[config.mk]
export PLATFORM = sky130hd
export DESIGN_NAME = display_layout_resize_adjust
export DESIGN_NICKNAME = d
export VERILOG_FILES = /design/src/rtl/core/dlra_pkg.sv /design/src/rtl/core/dlra_dp.sv /design/src/rtl/core/dlra_ctrl.sv /design/src/rtl/core/display_layout_resize_adjust.sv
export SDC_FILE = /design/constraint.sdc
export NUM_CORES = 2
export LEC_CHECK = 0
export BUFFER_PORTS_ARGS = -buffer_cell sky130_fd_sc_hd__buf_2
export CORE_AREA = 2 2 437 439
export DETAILED_ROUTE_END_ITERATION = 10
export DIE_AREA = 0 0 439 441
export HOLD_SLACK_MARGIN = 0.02
export PLACE_DENSITY = 0.57
export SKIP_LAST_GASP = 1
export SYNTH_ARGS = -nofsm -noshare
export SYNTH_HDL_FRONTEND = slang
export SYNTH_SLANG_ARGS = --single-unit
[constraint.sdc]
create_clock -name clk -period 18.01 [get_ports clk]
set_clock_uncertainty 0.05 [all_clocks]
set_input_delay 0.9005 -clock clk [delete_from_list [all_inputs] [get_ports clk]]
set_output_delay 0.9005 -clock clk [all_outputs]
set_load 0.005 [all_outputs]
[src/rtl/core/dlra_pkg.sv]
// Shared types, codes, defaults and saturation for the display layout resize block.
package dlra_pkg;

    localparam int DEFAULT_MAX_DISPLAYS = 8;
    localparam int REG_INDEX_W = 1;
    localparam int REG_DATA_W = 4;

    localparam logic [REG_INDEX_W-1:0] REG_DISPLAY_COUNT = 1'b0;
    localparam logic [REG_INDEX_W-1:0] REG_PRIMARY_DISPLAY = 1'b1;

    localparam logic [3:0] COUNT_RESET = 4'd1;
    localparam logic [2:0] PRIMARY_RESET = 3'd0;

    localparam logic CMD_LOAD = 1'b0;
    localparam logic CMD_RESIZE = 1'b1;

    typedef enum logic [1:0] {
        DIR_XPOS,
        DIR_XNEG,
        DIR_YPOS,
        DIR_YNEG
    } dir_t;

    typedef struct packed {
        logic               command;
        logic [2:0]         display_index;
        logic signed [15:0] rect_left;
        logic signed [15:0] rect_top;
        logic signed [15:0] rect_right;
        logic signed [15:0] rect_bottom;
        logic [14:0]        new_width;
        logic [14:0]        new_height;
    } req_t;

    typedef struct packed {
        logic [2:0]         out_index;
        logic signed [15:0] out_left;
        logic signed [15:0] out_top;
        logic signed [15:0] out_right;
        logic signed [15:0] out_bottom;
        logic               last;
    } res_t;

    typedef struct packed {
        logic signed [15:0] left;
        logic signed [15:0] top;
        logic signed [15:0] right;
        logic signed [15:0] bottom;
    } box_t;

    typedef struct packed {
        logic load_we;
        logic take;
        logic copy_we;
        logic resize_sel;
        logic pivot_load;
        logic adj_we;
        logic out_we;
        logic last;
        dir_t dir;
    } ctl_cmd_t;

    function automatic logic signed [15:0] sat16(input logic signed [17:0] v);
        logic signed [15:0] r;
        if (v > 18'sd32767)
        begin
            r = 16'sh7FFF;
        end
        else if (v < -18'sd32768)
        begin
            r = 16'sh8000;
        end
        else
        begin
            r = v[15:0];
        end
        return r;
    endfunction

endpackage

[src/rtl/core/dlra_dp.sv]
// Datapath: layout memories, neighbour compare, shift and saturation, result register.
module dlra_dp
    import dlra_pkg::*;
#(
    parameter int MAX_DISPLAYS = DEFAULT_MAX_DISPLAYS,
    localparam int IW = (MAX_DISPLAYS > 1) ? $clog2(MAX_DISPLAYS) : 1
)
(
    input  logic          clk,
    input  req_t          request,
    input  ctl_cmd_t      cmd,
    input  logic [IW-1:0] orig_waddr,
    input  logic [IW-1:0] orig_raddr,
    input  logic [IW-1:0] work_waddr,
    input  logic [IW-1:0] work_raddr_a,
    input  logic [IW-1:0] work_raddr_b,
    output logic          hit,
    output res_t          result
);

    box_t orig_mem [MAX_DISPLAYS];
    box_t work_mem [MAX_DISPLAYS];

    box_t        orig_rd_reg;
    box_t        wa_reg;
    box_t        wb_reg;
    box_t        pivot_reg;
    logic [14:0] width_reg;
    logic [14:0] height_reg;
    res_t        result_reg;

    box_t               load_box;
    box_t               copy_box;
    box_t               shift_box;
    box_t               orig_wdata;
    box_t               work_wdata;
    logic               orig_we;
    logic               work_we;
    logic signed [16:0] delta;
    logic               shift_ok;
    logic signed [17:0] sum_lo;
    logic signed [17:0] sum_hi;
    logic signed [17:0] sum_r;
    logic signed [17:0] sum_b;

    always_comb
    begin
        load_box.left   = request.rect_left;
        load_box.top    = request.rect_top;
        load_box.right  = request.rect_right;
        load_box.bottom = request.rect_bottom;
    end

    always_comb
    begin
        sum_r = 18'(orig_rd_reg.left) + 18'(width_reg);
        sum_b = 18'(orig_rd_reg.top) + 18'(height_reg);
        copy_box = orig_rd_reg;
        if (cmd.resize_sel)
        begin
            copy_box.right  = sat16(sum_r);
            copy_box.bottom = sat16(sum_b);
        end
    end

    always_comb
    begin
        case (cmd.dir)
            DIR_XPOS: hit = (pivot_reg.right == orig_rd_reg.left);
            DIR_XNEG: hit = (pivot_reg.left == orig_rd_reg.right);
            DIR_YPOS: hit = (pivot_reg.bottom == orig_rd_reg.top);
            DIR_YNEG: hit = (pivot_reg.top == orig_rd_reg.bottom);
            default:  hit = 1'b0;
        endcase
    end

    always_comb
    begin
        case (cmd.dir)
            DIR_XPOS: delta = 17'(wa_reg.right) - 17'(wb_reg.left);
            DIR_XNEG: delta = 17'(wa_reg.left) - 17'(wb_reg.right);
            DIR_YPOS: delta = 17'(wa_reg.bottom) - 17'(wb_reg.top);
            DIR_YNEG: delta = 17'(wa_reg.top) - 17'(wb_reg.bottom);
            default:  delta = '0;
        endcase
        shift_box = wb_reg;
        case (cmd.dir) inside
            DIR_XPOS, DIR_XNEG:
            begin
                sum_lo = 18'(wb_reg.left) + 18'(delta);
                sum_hi = 18'(wb_reg.right) + 18'(delta);
                shift_box.left  = sat16(sum_lo);
                shift_box.right = sat16(sum_hi);
            end
            default:
            begin
                sum_lo = 18'(wb_reg.top) + 18'(delta);
                sum_hi = 18'(wb_reg.bottom) + 18'(delta);
                shift_box.top    = sat16(sum_lo);
                shift_box.bottom = sat16(sum_hi);
            end
        endcase
        case (cmd.dir) inside
            DIR_XPOS, DIR_YPOS: shift_ok = !delta[16] && (delta != '0);
            default:            shift_ok = delta[16];
        endcase
    end

    assign orig_we    = cmd.load_we | cmd.out_we;
    assign orig_wdata = cmd.out_we ? wa_reg : load_box;
    assign work_we    = cmd.copy_we | (cmd.adj_we & shift_ok);
    assign work_wdata = cmd.copy_we ? copy_box : shift_box;

    always_ff @(posedge clk)
    begin
        if (orig_we)
        begin
            orig_mem[orig_waddr] <= orig_wdata;
        end
        orig_rd_reg <= orig_mem[orig_raddr];
    end

    always_ff @(posedge clk)
    begin
        if (work_we)
        begin
            work_mem[work_waddr] <= work_wdata;
        end
        wa_reg <= work_mem[work_raddr_a];
        wb_reg <= work_mem[work_raddr_b];
    end

    always_ff @(posedge clk)
    begin
        if (cmd.take)
        begin
            width_reg  <= request.new_width;
            height_reg <= request.new_height;
        end
        if (cmd.pivot_load)
        begin
            pivot_reg <= orig_rd_reg;
        end
        if (cmd.out_we)
        begin
            result_reg.out_index  <= 3'(orig_waddr);
            result_reg.out_left   <= wa_reg.left;
            result_reg.out_top    <= wa_reg.top;
            result_reg.out_right  <= wa_reg.right;
            result_reg.out_bottom <= wa_reg.bottom;
            result_reg.last       <= cmd.last;
        end
    end

    assign result = result_reg;

endmodule

[src/rtl/core/dlra_ctrl.sv]
// Controller: configuration registers, sequencing of copy, four passes and write-back.
module dlra_ctrl
    import dlra_pkg::*;
#(
    parameter int MAX_DISPLAYS = DEFAULT_MAX_DISPLAYS,
    localparam int IW = (MAX_DISPLAYS > 1) ? $clog2(MAX_DISPLAYS) : 1,
    localparam int CW = $clog2(MAX_DISPLAYS + 1)
)
(
    input  logic                   clk,
    input  logic                   rst_n,
    input  logic                   start,
    input  req_t                   request,
    input  logic                   wr_en,
    input  logic [REG_INDEX_W-1:0] wr_index,
    input  logic [REG_DATA_W-1:0]  wr_data,
    input  logic                   hit,
    output logic                   busy,
    output logic                   result_valid,
    output ctl_cmd_t               cmd,
    output logic [IW-1:0]          orig_waddr,
    output logic [IW-1:0]          orig_raddr,
    output logic [IW-1:0]          work_waddr,
    output logic [IW-1:0]          work_raddr_a,
    output logic [IW-1:0]          work_raddr_b
);

    typedef enum logic [3:0] {
        S_IDLE,
        S_COPY_RD,
        S_COPY_WR,
        S_PIV_RD,
        S_PIV_LD,
        S_SCAN,
        S_ADJ_RD,
        S_ADJ_WR,
        S_OUT_RD,
        S_OUT_WR
    } state_t;

    state_t        state_reg, state_next;
    logic [IW-1:0] k_reg, k_next;
    logic [IW-1:0] i_reg, i_next;
    logic [IW-1:0] j_reg, j_next;
    dir_t          dir_reg, dir_next;
    logic [2:0]    idx_reg, idx_next;
    logic [3:0]    count_reg, count_next;
    logic [2:0]    primary_reg, primary_next;
    logic          valid_reg, valid_next;
    logic          adj_reg, adj_next;

    logic [CW-1:0] n_eff;
    logic          accept;
    logic          resize_ok;
    logic          k_last;
    logic          i_last;
    logic          j_last;
    logic          j_primary;

    assign n_eff = (int'(count_reg) > MAX_DISPLAYS) ? CW'(MAX_DISPLAYS) : CW'(count_reg);
    assign accept = start && (state_reg == S_IDLE);
    assign resize_ok = (n_eff != '0) && (int'(request.display_index) < int'(n_eff));
    assign k_last = ((CW'(k_reg) + CW'(1)) == n_eff);
    assign i_last = ((CW'(i_reg) + CW'(1)) == n_eff);
    assign j_last = ((CW'(j_reg) + CW'(1)) == n_eff);
    assign j_primary = (int'(j_reg) == int'(primary_reg));

    always_comb
    begin
        state_next   = state_reg;
        k_next       = k_reg;
        i_next       = i_reg;
        j_next       = j_reg;
        dir_next     = dir_reg;
        idx_next     = idx_reg;
        count_next   = count_reg;
        primary_next = primary_reg;
        valid_next   = (state_reg == S_OUT_WR);
        adj_next     = (state_reg == S_ADJ_RD);

        if (wr_en)
        begin
            unique case (wr_index)
                REG_DISPLAY_COUNT:   count_next = wr_data;
                REG_PRIMARY_DISPLAY: primary_next = wr_data[2:0];
            endcase
        end

        unique case (state_reg)
            S_IDLE:
            begin
                if (accept && (request.command == CMD_RESIZE) && resize_ok)
                begin
                    idx_next   = request.display_index;
                    k_next     = '0;
                    state_next = S_COPY_RD;
                end
            end
            S_COPY_RD:
            begin
                state_next = S_COPY_WR;
            end
            S_COPY_WR:
            begin
                if (k_last)
                begin
                    i_next     = '0;
                    dir_next   = DIR_XPOS;
                    state_next = S_PIV_RD;
                end
                else
                begin
                    k_next     = k_reg + 1'b1;
                    state_next = S_COPY_RD;
                end
            end
            S_PIV_RD:
            begin
                state_next = S_PIV_LD;
            end
            S_PIV_LD:
            begin
                j_next     = '0;
                state_next = S_SCAN;
            end
            S_SCAN:
            begin
                if (hit && !j_primary)
                begin
                    state_next = S_ADJ_RD;
                end
                else if (hit || j_last)
                begin
                    state_next = S_ADJ_WR;
                end
                else
                begin
                    j_next = j_reg + 1'b1;
                end
            end
            S_ADJ_RD:
            begin
                state_next = S_ADJ_WR;
            end
            S_ADJ_WR:
            begin
                if (!i_last)
                begin
                    i_next     = i_reg + 1'b1;
                    state_next = S_PIV_RD;
                end
                else if (dir_reg == DIR_YNEG)
                begin
                    k_next     = '0;
                    state_next = S_OUT_RD;
                end
                else
                begin
                    i_next     = '0;
                    dir_next   = dir_t'(dir_reg + 2'd1);
                    state_next = S_PIV_RD;
                end
            end
            S_OUT_RD:
            begin
                state_next = S_OUT_WR;
            end
            S_OUT_WR:
            begin
                if (k_last)
                begin
                    state_next = S_IDLE;
                end
                else
                begin
                    k_next     = k_reg + 1'b1;
                    state_next = S_OUT_RD;
                end
            end
            default:
            begin
                state_next = S_IDLE;
            end
        endcase
    end

    always_ff @(posedge clk or negedge rst_n)
    begin
        if (!rst_n)
        begin
            state_reg   <= S_IDLE;
            k_reg       <= '0;
            i_reg       <= '0;
            j_reg       <= '0;
            dir_reg     <= DIR_XPOS;
            idx_reg     <= '0;
            count_reg   <= COUNT_RESET;
            primary_reg <= PRIMARY_RESET;
            valid_reg   <= 1'b0;
            adj_reg     <= 1'b0;
        end
        else
        begin
            state_reg   <= state_next;
            k_reg       <= k_next;
            i_reg       <= i_next;
            j_reg       <= j_next;
            dir_reg     <= dir_next;
            idx_reg     <= idx_next;
            count_reg   <= count_next;
            primary_reg <= primary_next;
            valid_reg   <= valid_next;
            adj_reg     <= adj_next;
        end
    end

    // A skipped neighbour passes through the write state with the write held off.
    always_comb
    begin
        cmd.load_we    = accept && (request.command == CMD_LOAD)
                         && (int'(request.display_index) < MAX_DISPLAYS);
        cmd.take       = accept;
        cmd.copy_we    = (state_reg == S_COPY_WR);
        cmd.resize_sel = (int'(k_reg) == int'(idx_reg));
        cmd.pivot_load = (state_reg == S_PIV_LD);
        cmd.adj_we     = (state_reg == S_ADJ_WR) && adj_reg;
        cmd.out_we     = (state_reg == S_OUT_WR);
        cmd.last       = k_last;
        cmd.dir        = dir_reg;
    end

    always_comb
    begin
        orig_waddr = (state_reg == S_IDLE) ? IW'(request.display_index) : k_reg;
        case (state_reg)
            S_PIV_RD: orig_raddr = i_reg;
            S_PIV_LD: orig_raddr = '0;
            S_SCAN:   orig_raddr = j_reg + 1'b1;
            default:  orig_raddr = k_reg;
        endcase
        work_waddr   = (state_reg == S_ADJ_WR) ? j_reg : k_reg;
        work_raddr_a = (state_reg == S_ADJ_RD) ? i_reg : k_reg;
        work_raddr_b = j_reg;
    end

    assign busy = (state_reg != S_IDLE);
    assign result_valid = valid_reg;

endmodule

[src/rtl/core/display_layout_resize_adjust.sv]
// Top level of the display layout resize and adjust block.
// A load request writes its slot and returns nothing. A resize request for a
// slot below the display count returns one result per display, in slot order,
// each shown for one cycle with result_valid; the receiver cannot stall, so
// results must be taken as they appear. Each of the four passes of a resize
// scans the original layout through its single read port, one rectangle per
// cycle, for every rectangle, and the copy and write-back sweeps read and then
// write each slot in turn.
// A new request may be issued in the cycle the final result is shown.
module display_layout_resize_adjust
    import dlra_pkg::*;
#(
    parameter int MAX_DISPLAYS = DEFAULT_MAX_DISPLAYS
)
(
    input  logic                   clk,
    input  logic                   rst_n,
    input  logic                   start,
    output logic                   busy,
    input  req_t                   request,
    output logic                   result_valid,
    output res_t                   result,
    input  logic                   wr_en,
    input  logic [REG_INDEX_W-1:0] wr_index,
    input  logic [REG_DATA_W-1:0]  wr_data
);

    localparam int IW = (MAX_DISPLAYS > 1) ? $clog2(MAX_DISPLAYS) : 1;

    ctl_cmd_t      cmd;
    logic          hit;
    logic [IW-1:0] orig_waddr;
    logic [IW-1:0] orig_raddr;
    logic [IW-1:0] work_waddr;
    logic [IW-1:0] work_raddr_a;
    logic [IW-1:0] work_raddr_b;

    dlra_ctrl #(
        .MAX_DISPLAYS (MAX_DISPLAYS)
    ) u_ctrl (
        .clk          (clk),
        .rst_n        (rst_n),
        .start        (start),
        .request      (request),
        .wr_en        (wr_en),
        .wr_index     (wr_index),
        .wr_data      (wr_data),
        .hit          (hit),
        .busy         (busy),
        .result_valid (result_valid),
        .cmd          (cmd),
        .orig_waddr   (orig_waddr),
        .orig_raddr   (orig_raddr),
        .work_waddr   (work_waddr),
        .work_raddr_a (work_raddr_a),
        .work_raddr_b (work_raddr_b)
    );

    dlra_dp #(
        .MAX_DISPLAYS (MAX_DISPLAYS)
    ) u_dp (
        .clk          (clk),
        .request      (request),
        .cmd          (cmd),
        .orig_waddr   (orig_waddr),
        .orig_raddr   (orig_raddr),
        .work_waddr   (work_waddr),
        .work_raddr_a (work_raddr_a),
        .work_raddr_b (work_raddr_b),
        .hit          (hit),
        .result       (result)
    );

endmodule

# --- Word level (Yosys, flattened, before mapping) ---
# Memory sizes are Yosys's and may differ from the RTL's. A register that Yosys moved wholly into a read port is not among the register bits.
# Index checks and enable logic that the tools add are counted.
word_totals:
  reg_bits: 189
  latchBits: 0
  ramBits: 1024
  mem_bits_ro: 0
  input_bits: 107
  output_inout_bits: 70
  elab_cells: 176
  mem_count: 2
op_classes:
  addsub: 17
  n_mul: 0
  div_mod_pow: 0
  order_cmp: 14
  eq_ne: 31
  shifts: 0
  muxes: 55
  bitwise_logic: 5
  n_reduce_logical: 30
mem_list:
  columns: ["name", "depth", "word_bits", "read_ports", "rd_clocked_by_memory_dff", "write_ports", "line", "source"]
  rows:
  - ["u_dp.orig_mem", 8, 64, 1, 1, 1, "dlra_dp.sv:21", "box_t orig_mem [MAX_DISPLAYS];"]
  - ["u_dp.work_mem", 8, 64, 2, 2, 1, "dlra_dp.sv:22", "box_t work_mem [MAX_DISPLAYS];"]
op_table:
  columns: ["op", "n"]
  rows:
  - ["$mux W16", 16]
  - ["$mux W64", 2]
  - ["$gt A18 B16 Y1 const B", 6]
  - ["$lt A18 B16 Y1 const B", 6]
  - ["$add A16 B17 Y18", 4]
  - ["$pmux W17 S4", 1]
  - ["$sub A16 B16 Y17", 4]
  - ["$eq A16 B16 Y1", 4]
  - ["$pmux W4 S10", 1]
  - ["$mux W3", 12]
  - ["$add A16 B16 Y17", 2]
  - ["$mux W32", 1]
  - ["$mux W4", 7]
  - ["$pmux W3 S3", 2]
  - ["$reduce_bool A17 Y1", 1]
  - ["$eq A4 B3 Y1 const B", 4]
  - ["$add A3 B1 Y4 const B", 3]
  - ["$eq A4 B4 Y1", 3]
  - ["$ne A2 B2 Y1 const B", 6]
  - ["$pmux W3 S2", 2]
  - ["$add A3 B1 Y3 const B", 3]
  - ["$eq A4 B2 Y1 const B", 2]
  - ["$eq A4 B4 Y1 const B", 2]
  - ["$logic_and A1 B1 Y1", 8]
  - ["29 further kinds", 50]

# --- Depth between registers and ports, before layout ---
logic_depth:
  word_depth: 9
  mapped_depth: 23
  ltp_nobuf: 22

# --- Modules after synthesis ---
# From an unflattened synthesis, not the netlist that was laid out.
hier_totals:
  cells_unflattened: 3980
  area_unflattened_um2: 64331.7
by_module_without_submodules:
  columns: ["module", "instances", "cells_per_inst", "area_per_inst_um2", "seq_area_each_um2"]
  rows:
  - ["dlra_dp", 1, 3753, 62321.0, 39457.8]
  - ["dlra_ctrl", 1, 227, 2010.7, 676.9]

# --- Least setup slack after synthesis ---
# Ideal clock, no wire load.
synth_path:
  path_type: "flip-flop to flip-flop"
  startpoint: "register u_dp.wa_reg[32] (netlist name)"
  endpoint: "memory u_dp.work_mem[4][0] in the netlist's numbering (enable)"
  arrival_ns: 7.749
  slack_ns: 9.633
  path_stages_with_launch: 14
  n_path_buf: 0
  period_less_slack_ns: 8.377
  cell_sequence: "dfxtp_1 > inv_1 > ha_1 > fa_1 > nand2b_1 > a21oi_2 > o311a_2 > o31ai_2 > o311ai_1 > a21oi_1 > or4b_2 > o211ai_1 > o41ai_4 > nor3b_1"
synth_via:
  elab_chain_len: 9
synth_rtl:
  columns: ["element", "line", "source"]
  rows:
  - ["$sub A16 B16 Y17 *", "dlra_dp.sv:83", "DIR_YNEG: delta = 17'(wa_reg.top) - 17'(wb_reg.bottom);"]
  - ["$pmux W17 S4 *", "dlra_dp.sv:79", "case (cmd.dir)"]
  - ["$reduce_bool A17 Y1 or $logic_not A1 Y1 (tied branches)", "dlra_dp.sv:104", "DIR_XPOS, DIR_YPOS: shift_ok = !delta[16] && (delta != '0);"]
  - ["$logic_and A1 B1 Y1", "dlra_dp.sv:104", null]
  - ["$mux W1 *", "dlra_dp.sv:103", "case (cmd.dir) inside"]
  - ["$and A1 B1 Y1 *", "dlra_dp.sv:111", "assign work_we = cmd.copy_we | (cmd.adj_we & shift_ok);"]
  - ["$or A1 B1 Y1 *", "dlra_dp.sv:111", null]
  - ["$mux W1 *", "dlra_dp.sv:125", "if (work_we)"]
  - ["$mux W1 (not written as such) *", "dlra_dp.sv:127", "work_mem[work_waddr] <= work_wdata;"]
  - ["end: declaration", "dlra_dp.sv:22", null]
# Mark *: on every way between the ends. The rest lies on a longest branch, timed or not.

==> out/summary.md <==
HPWL after detailed placement: 151,000 um. The buffer depth of the longest clock path was 3. The via-per-instance ratio was 5.58. The synthesized area per cell is 11.6 um^2, and the via count of the first global-routing pass is 44,200. Highest-delay cell along the critical path: sky130_fd_sc_hd__a2111oi_0.

The overall global routing resource usage is 0.226, and the placer congestion estimate is 0.988. The horizontal die dimension was 439 um. The count of instances resized after the clock tree is built is 0. By startpoint and endpoint, the worst setup path is classified as reg2reg.

Entering global routing, the biggest net connects 153 pins. Among cell families on the critical path, the largest total delay comes from compound AO/OA/AOI/OAI gates. When the netlist entered floorplanning its net count stood at 5,941. The complex-gate fraction of the synthesized area is 0.0786. The run gives 0 as the number of max-slew violations in the final report. Initial antenna violation count: 22. The run gives 0 ns as the total negative slack for setup checks.

The most numerous cell type found on the critical path is sky130_fd_sc_hd__a21oi_1. Counting both buffers and inverters, the worst setup path holds a total of 2. Combinational family with the most area after synthesis: simple AND/OR/NAND/NOR gates. The port buffer count is 176.

The run gives 1,405 as the CTS sink count. Setup repair after global routing left no endpoint under its margin. At the later pin of the worst-skew pair, clock insertion delay measures 0.83 ns.

The flow ran to the end, and the final reports show no timing, DRC or antenna violations. From synthesis to final layout, the design area changed by 13.4%. The multiplexer share of the synthesized area was 0.0712; the number of instances in the synthesized netlist was 5,653. Walking the worst path, the cells encountered are inv_1 > ha_1 > a21oi_1 > o22ai_1 > a211oi_1 > nand2_1 > o221ai_1 > mux2i_1 > a2111oi_0 > a21oi_1 > buf_4 > ha_1 > nand4_1 > or3_1 > a41o_1 > and2_1 > a31oi_2 > a21oi_1 > o21ai_0. The run gives 0.144 GHz as the maximum frequency from static timing analysis. The largest stage delay on the critical path is 0.95 ns.

The register area share after synthesis was 0.610. Data arrives at the worst endpoint at 7.38 ns. At the end of the flow, the number of nets in the layout was 6,060. The synthesized design contains 1,186 enable-type register cells. Of all nets on the critical path, the largest fanout is 14.

The worst setup path is captured at a register. The worst max-slew margin expressed relative to the limit was 0.0823. The post-synthesis simple-gate area fraction is 0.157, and the DRC marker count from the first detailed-route iteration is 5,363. The number of setup buffers added after CTS was 0; the cell row count was 160.

The clock-pin slew on the worst setup and hold paths was 0.06 ns; the overall via count from detail_route was 47,000. The share of the clock period used by the worst path after layout works out to 0.385. The mapped netlist covers 65,800 um^2. The Yosys step of the flow raised 0 warnings. Counting distinct cell types in the post-synthesis netlist gives 85. The async set-reset flop share out of synthesis was 0.0192; the die area was 194,000 um^2.

The minimum period implied by the final worst setup slack was 6.93 ns. The run gives 0 as the max-capacitance violation count. Data on the critical path is required at its endpoint by 18.46 ns. The initial core utilization is 0.348.

The global-route wire length before repair is 317,000 um, and the fraction of the core area covered by cells at the end of the flow is 0.394. The count of TritonRoute iterations in the first routing pass is 6, and the overall die height is 441 um. The most used flip-flop cell after synthesis is sky130_fd_sc_hd__edfxtp_1.

The number of clock buffers added by TritonCTS is 149. The number of synthesized register bits was 1,405; the count of antenna-violating nets left after detailed routing was 0. Adder-cell share of the synthesized area: 0.0360. The tools report the core area as 189,000 um^2. The worst min-delay path category was in2async. The tools report the clock tree root buffer cell as sky130_fd_sc_hd__clkbuf_16.

The final count of negative-setup-slack endpoints was 0. The ratio of cells with drive above 1 in the final layout was 0.139. At the pin with the least slew margin, the transition time is 1.36 ns.

The mean routed wirelength per cell is 26.5 um. The final hold violation count is 0. The run gives 0 as the number of buffers added to fix hold violations after cts.

CTS built an H-tree with a depth of 4. TritonCTS built the clock tree. The run gives 224,000 um as the final routed wirelength across all metal layers. In this run the count of I/O pins placed on the die edge is 177. Worst setup path startpoint: u_dp.wb_reg[24]. Start of the worst register-to-register path: u_dp.wb_reg[24]. The xor and xnor area share after synthesis works out to 0.0233.

Nature of the critical path startpoint: a register. After detailed routing, the number of remaining DRC violations is 0. Global routing finished with a remaining overflow of 0.
==> kinds of logic after synthesis <==
group / Yosys count
AO/OA/AOI/OAI: 829
XOR/XNOR: 175
adder cells (fa/ha/maj): 184
buffers and inverters: 425
flip-flops: 1405
multiplexers: 290
AND/OR/NAND/NOR: 2345
==> Yosys cell counts (all sizes together), types with 9 or more instances <==
| library cell | number | area (um^2) |
|---|---|---|
| nand2b | 43 | 269 |
| dfrtp | 26 | 651 |
| nor3 | 33 | 165 |
| o21a | 37 | 278 |
| o21ai | 315 | 1580 |
| clkbuf | 259 | 972 |
| and2 | 12 | 75.1 |
| mux2i | 19 | 190 |
| dfxtp | 192 | 3840 |
| nor4 | 13 | 81.3 |
| buf | 45 | 173 |
| fa | 10 | 200 |
| o211ai | 17 | 128 |
| nand3 | 705 | 3530 |
| nor2 | 130 | 488 |
| or3 | 21 | 136 |
| o31a | 9 | 78.8 |
| inv | 120 | 450 |
| o31ai | 15 | 118 |
| edfxtp | 1186 | 35600 |
| nand2 | 1276 | 4790 |
| xor2 | 70 | 613 |
| and3 | 10 | 62.6 |
| nand4 | 23 | 144 |
| o221ai | 11 | 96.3 |
| or2 | 15 | 93.8 |
| a21oi | 167 | 840 |
| o22ai | 42 | 277 |
| ha | 171 | 2140 |
| mux2 | 143 | 1610 |
| a221oi | 10 | 87.6 |
| nand3b | 11 | 82.6 |
| a21o | 67 | 503 |
| mux4 | 128 | 2880 |
| a31oi | 20 | 125 |
| a211oi | 25 | 193 |
| o21bai | 12 | 90.1 |
| nor2b | 29 | 181 |
| xnor2 | 105 | 920 |
==> cell type report <==
cell class / count / area [um^2]
Fill cell: 18000 / 115000
Antenna cell: 11 / 27.5
Multi-Input combinational cell: 3823 / 24300
Sequential cell: 1405 / 40100
Clock inverter: 69 / 778
Tap cell: 2511 / 3140
Clock buffer: 209 / 4050
Inverter: 121 / 454
Timing Repair Buffer: 272 / 1640
==> cell usage in the layout (no fill, tap or decap), types with 29 or more instances in the layout <==
cell type                   netlist  layout
sky130_fd_sc_hd__xnor2_1        105     105
sky130_fd_sc_hd__clkbuf_1       259      52
sky130_fd_sc_hd__o21ai_0        311     308
sky130_fd_sc_hd__a21oi_1        166     166
sky130_fd_sc_hd__a21o_1          67      67
sky130_fd_sc_hd__dfxtp_1        192     192
sky130_fd_sc_hd__ha_1           171     171
sky130_fd_sc_hd__nor2b_1         29      29
sky130_fd_sc_hd__inv_1          120     120
sky130_fd_sc_hd__nor3_1          33      33
sky130_fd_sc_hd__buf_2            3     176
sky130_fd_sc_hd__xor2_1          70      70
sky130_fd_sc_hd__buf_4            0      93
sky130_fd_sc_hd__nand2_1       1276    1276
sky130_fd_sc_hd__nor2_1         130     115
sky130_fd_sc_hd__o21a_1          37      37
sky130_fd_sc_hd__edfxtp_1      1186    1186
sky130_fd_sc_hd__clkbuf_16        0     150
sky130_fd_sc_hd__mux2_2         143     142
sky130_fd_sc_hd__nand3_1        705     705
sky130_fd_sc_hd__nand2b_1        43      43
sky130_fd_sc_hd__mux4_2         128     128
sky130_fd_sc_hd__o22ai_1         41      41
==> per-stage QoR <==
stage / cell area [um^2] / hold slack, ns / cells / setup slack (ns)
floorplan: 65800 / 0.375 / 5653 / 9.63
global placement: 69700 / 0.403 / 8131 / 11.28
detailed placement: 69700 / 0.420 / 8132 / 11.20
CTS: 74500 / 0.0680 / 8410 / 11.17
global route: 74500 / 0.117 / 8412 / 10.72
finish: 74600 / 0.108 / 8421 / 11.08
==> worst reg2reg max path: stages (launching register included) <==
cell                        delay (ns)
sky130_fd_sc_hd__dfxtp_1          0.50
sky130_fd_sc_hd__inv_1            0.11
sky130_fd_sc_hd__ha_1             0.43
sky130_fd_sc_hd__a21oi_1          0.28
sky130_fd_sc_hd__o22ai_1          0.14
sky130_fd_sc_hd__a211oi_1         0.43
sky130_fd_sc_hd__nand2_1          0.17
sky130_fd_sc_hd__o221ai_1         0.28
sky130_fd_sc_hd__mux2i_1          0.19
sky130_fd_sc_hd__a2111oi_0        0.95
sky130_fd_sc_hd__a21oi_1          0.07
sky130_fd_sc_hd__buf_4            0.26
sky130_fd_sc_hd__ha_1             0.37
sky130_fd_sc_hd__nand4_1          0.13
sky130_fd_sc_hd__or3_1            0.37
sky130_fd_sc_hd__a41o_1           0.28
sky130_fd_sc_hd__and2_1           0.20
sky130_fd_sc_hd__a31oi_2          0.64
sky130_fd_sc_hd__a21oi_1          0.09
sky130_fd_sc_hd__o21ai_0          0.68
==> layer usage <==
layer | GRT usage | part of all wire
met1 | 0.308 | 0.42
met2 | 0.348 | 0.45
met5 | 0 | 0.00084
met4 | 0.103 | 0.049
met3 | 0.0444 | 0.080
==> worst paths after layout <==
path	to	depth (start not counted)	slack, ns
worst max-delay path	u_dp.work_mem[1][13]	19	11.08
worst min-delay path	u_ctrl.primary_reg[0]	1	0.11
worst max register to register	u_dp.work_mem[1][13]	19	11.08
worst min register to register	u_dp.result[1]	0	0.45
max in group asynchronous	u_ctrl.work_raddr_b[0]	1	17.21
min in group clk	u_dp.height_reg[2]	1	0.21
Power is left out: the tool's default activity adds up to more than one toggle a clock period on the data nets, which glitch-free logic cannot reach.
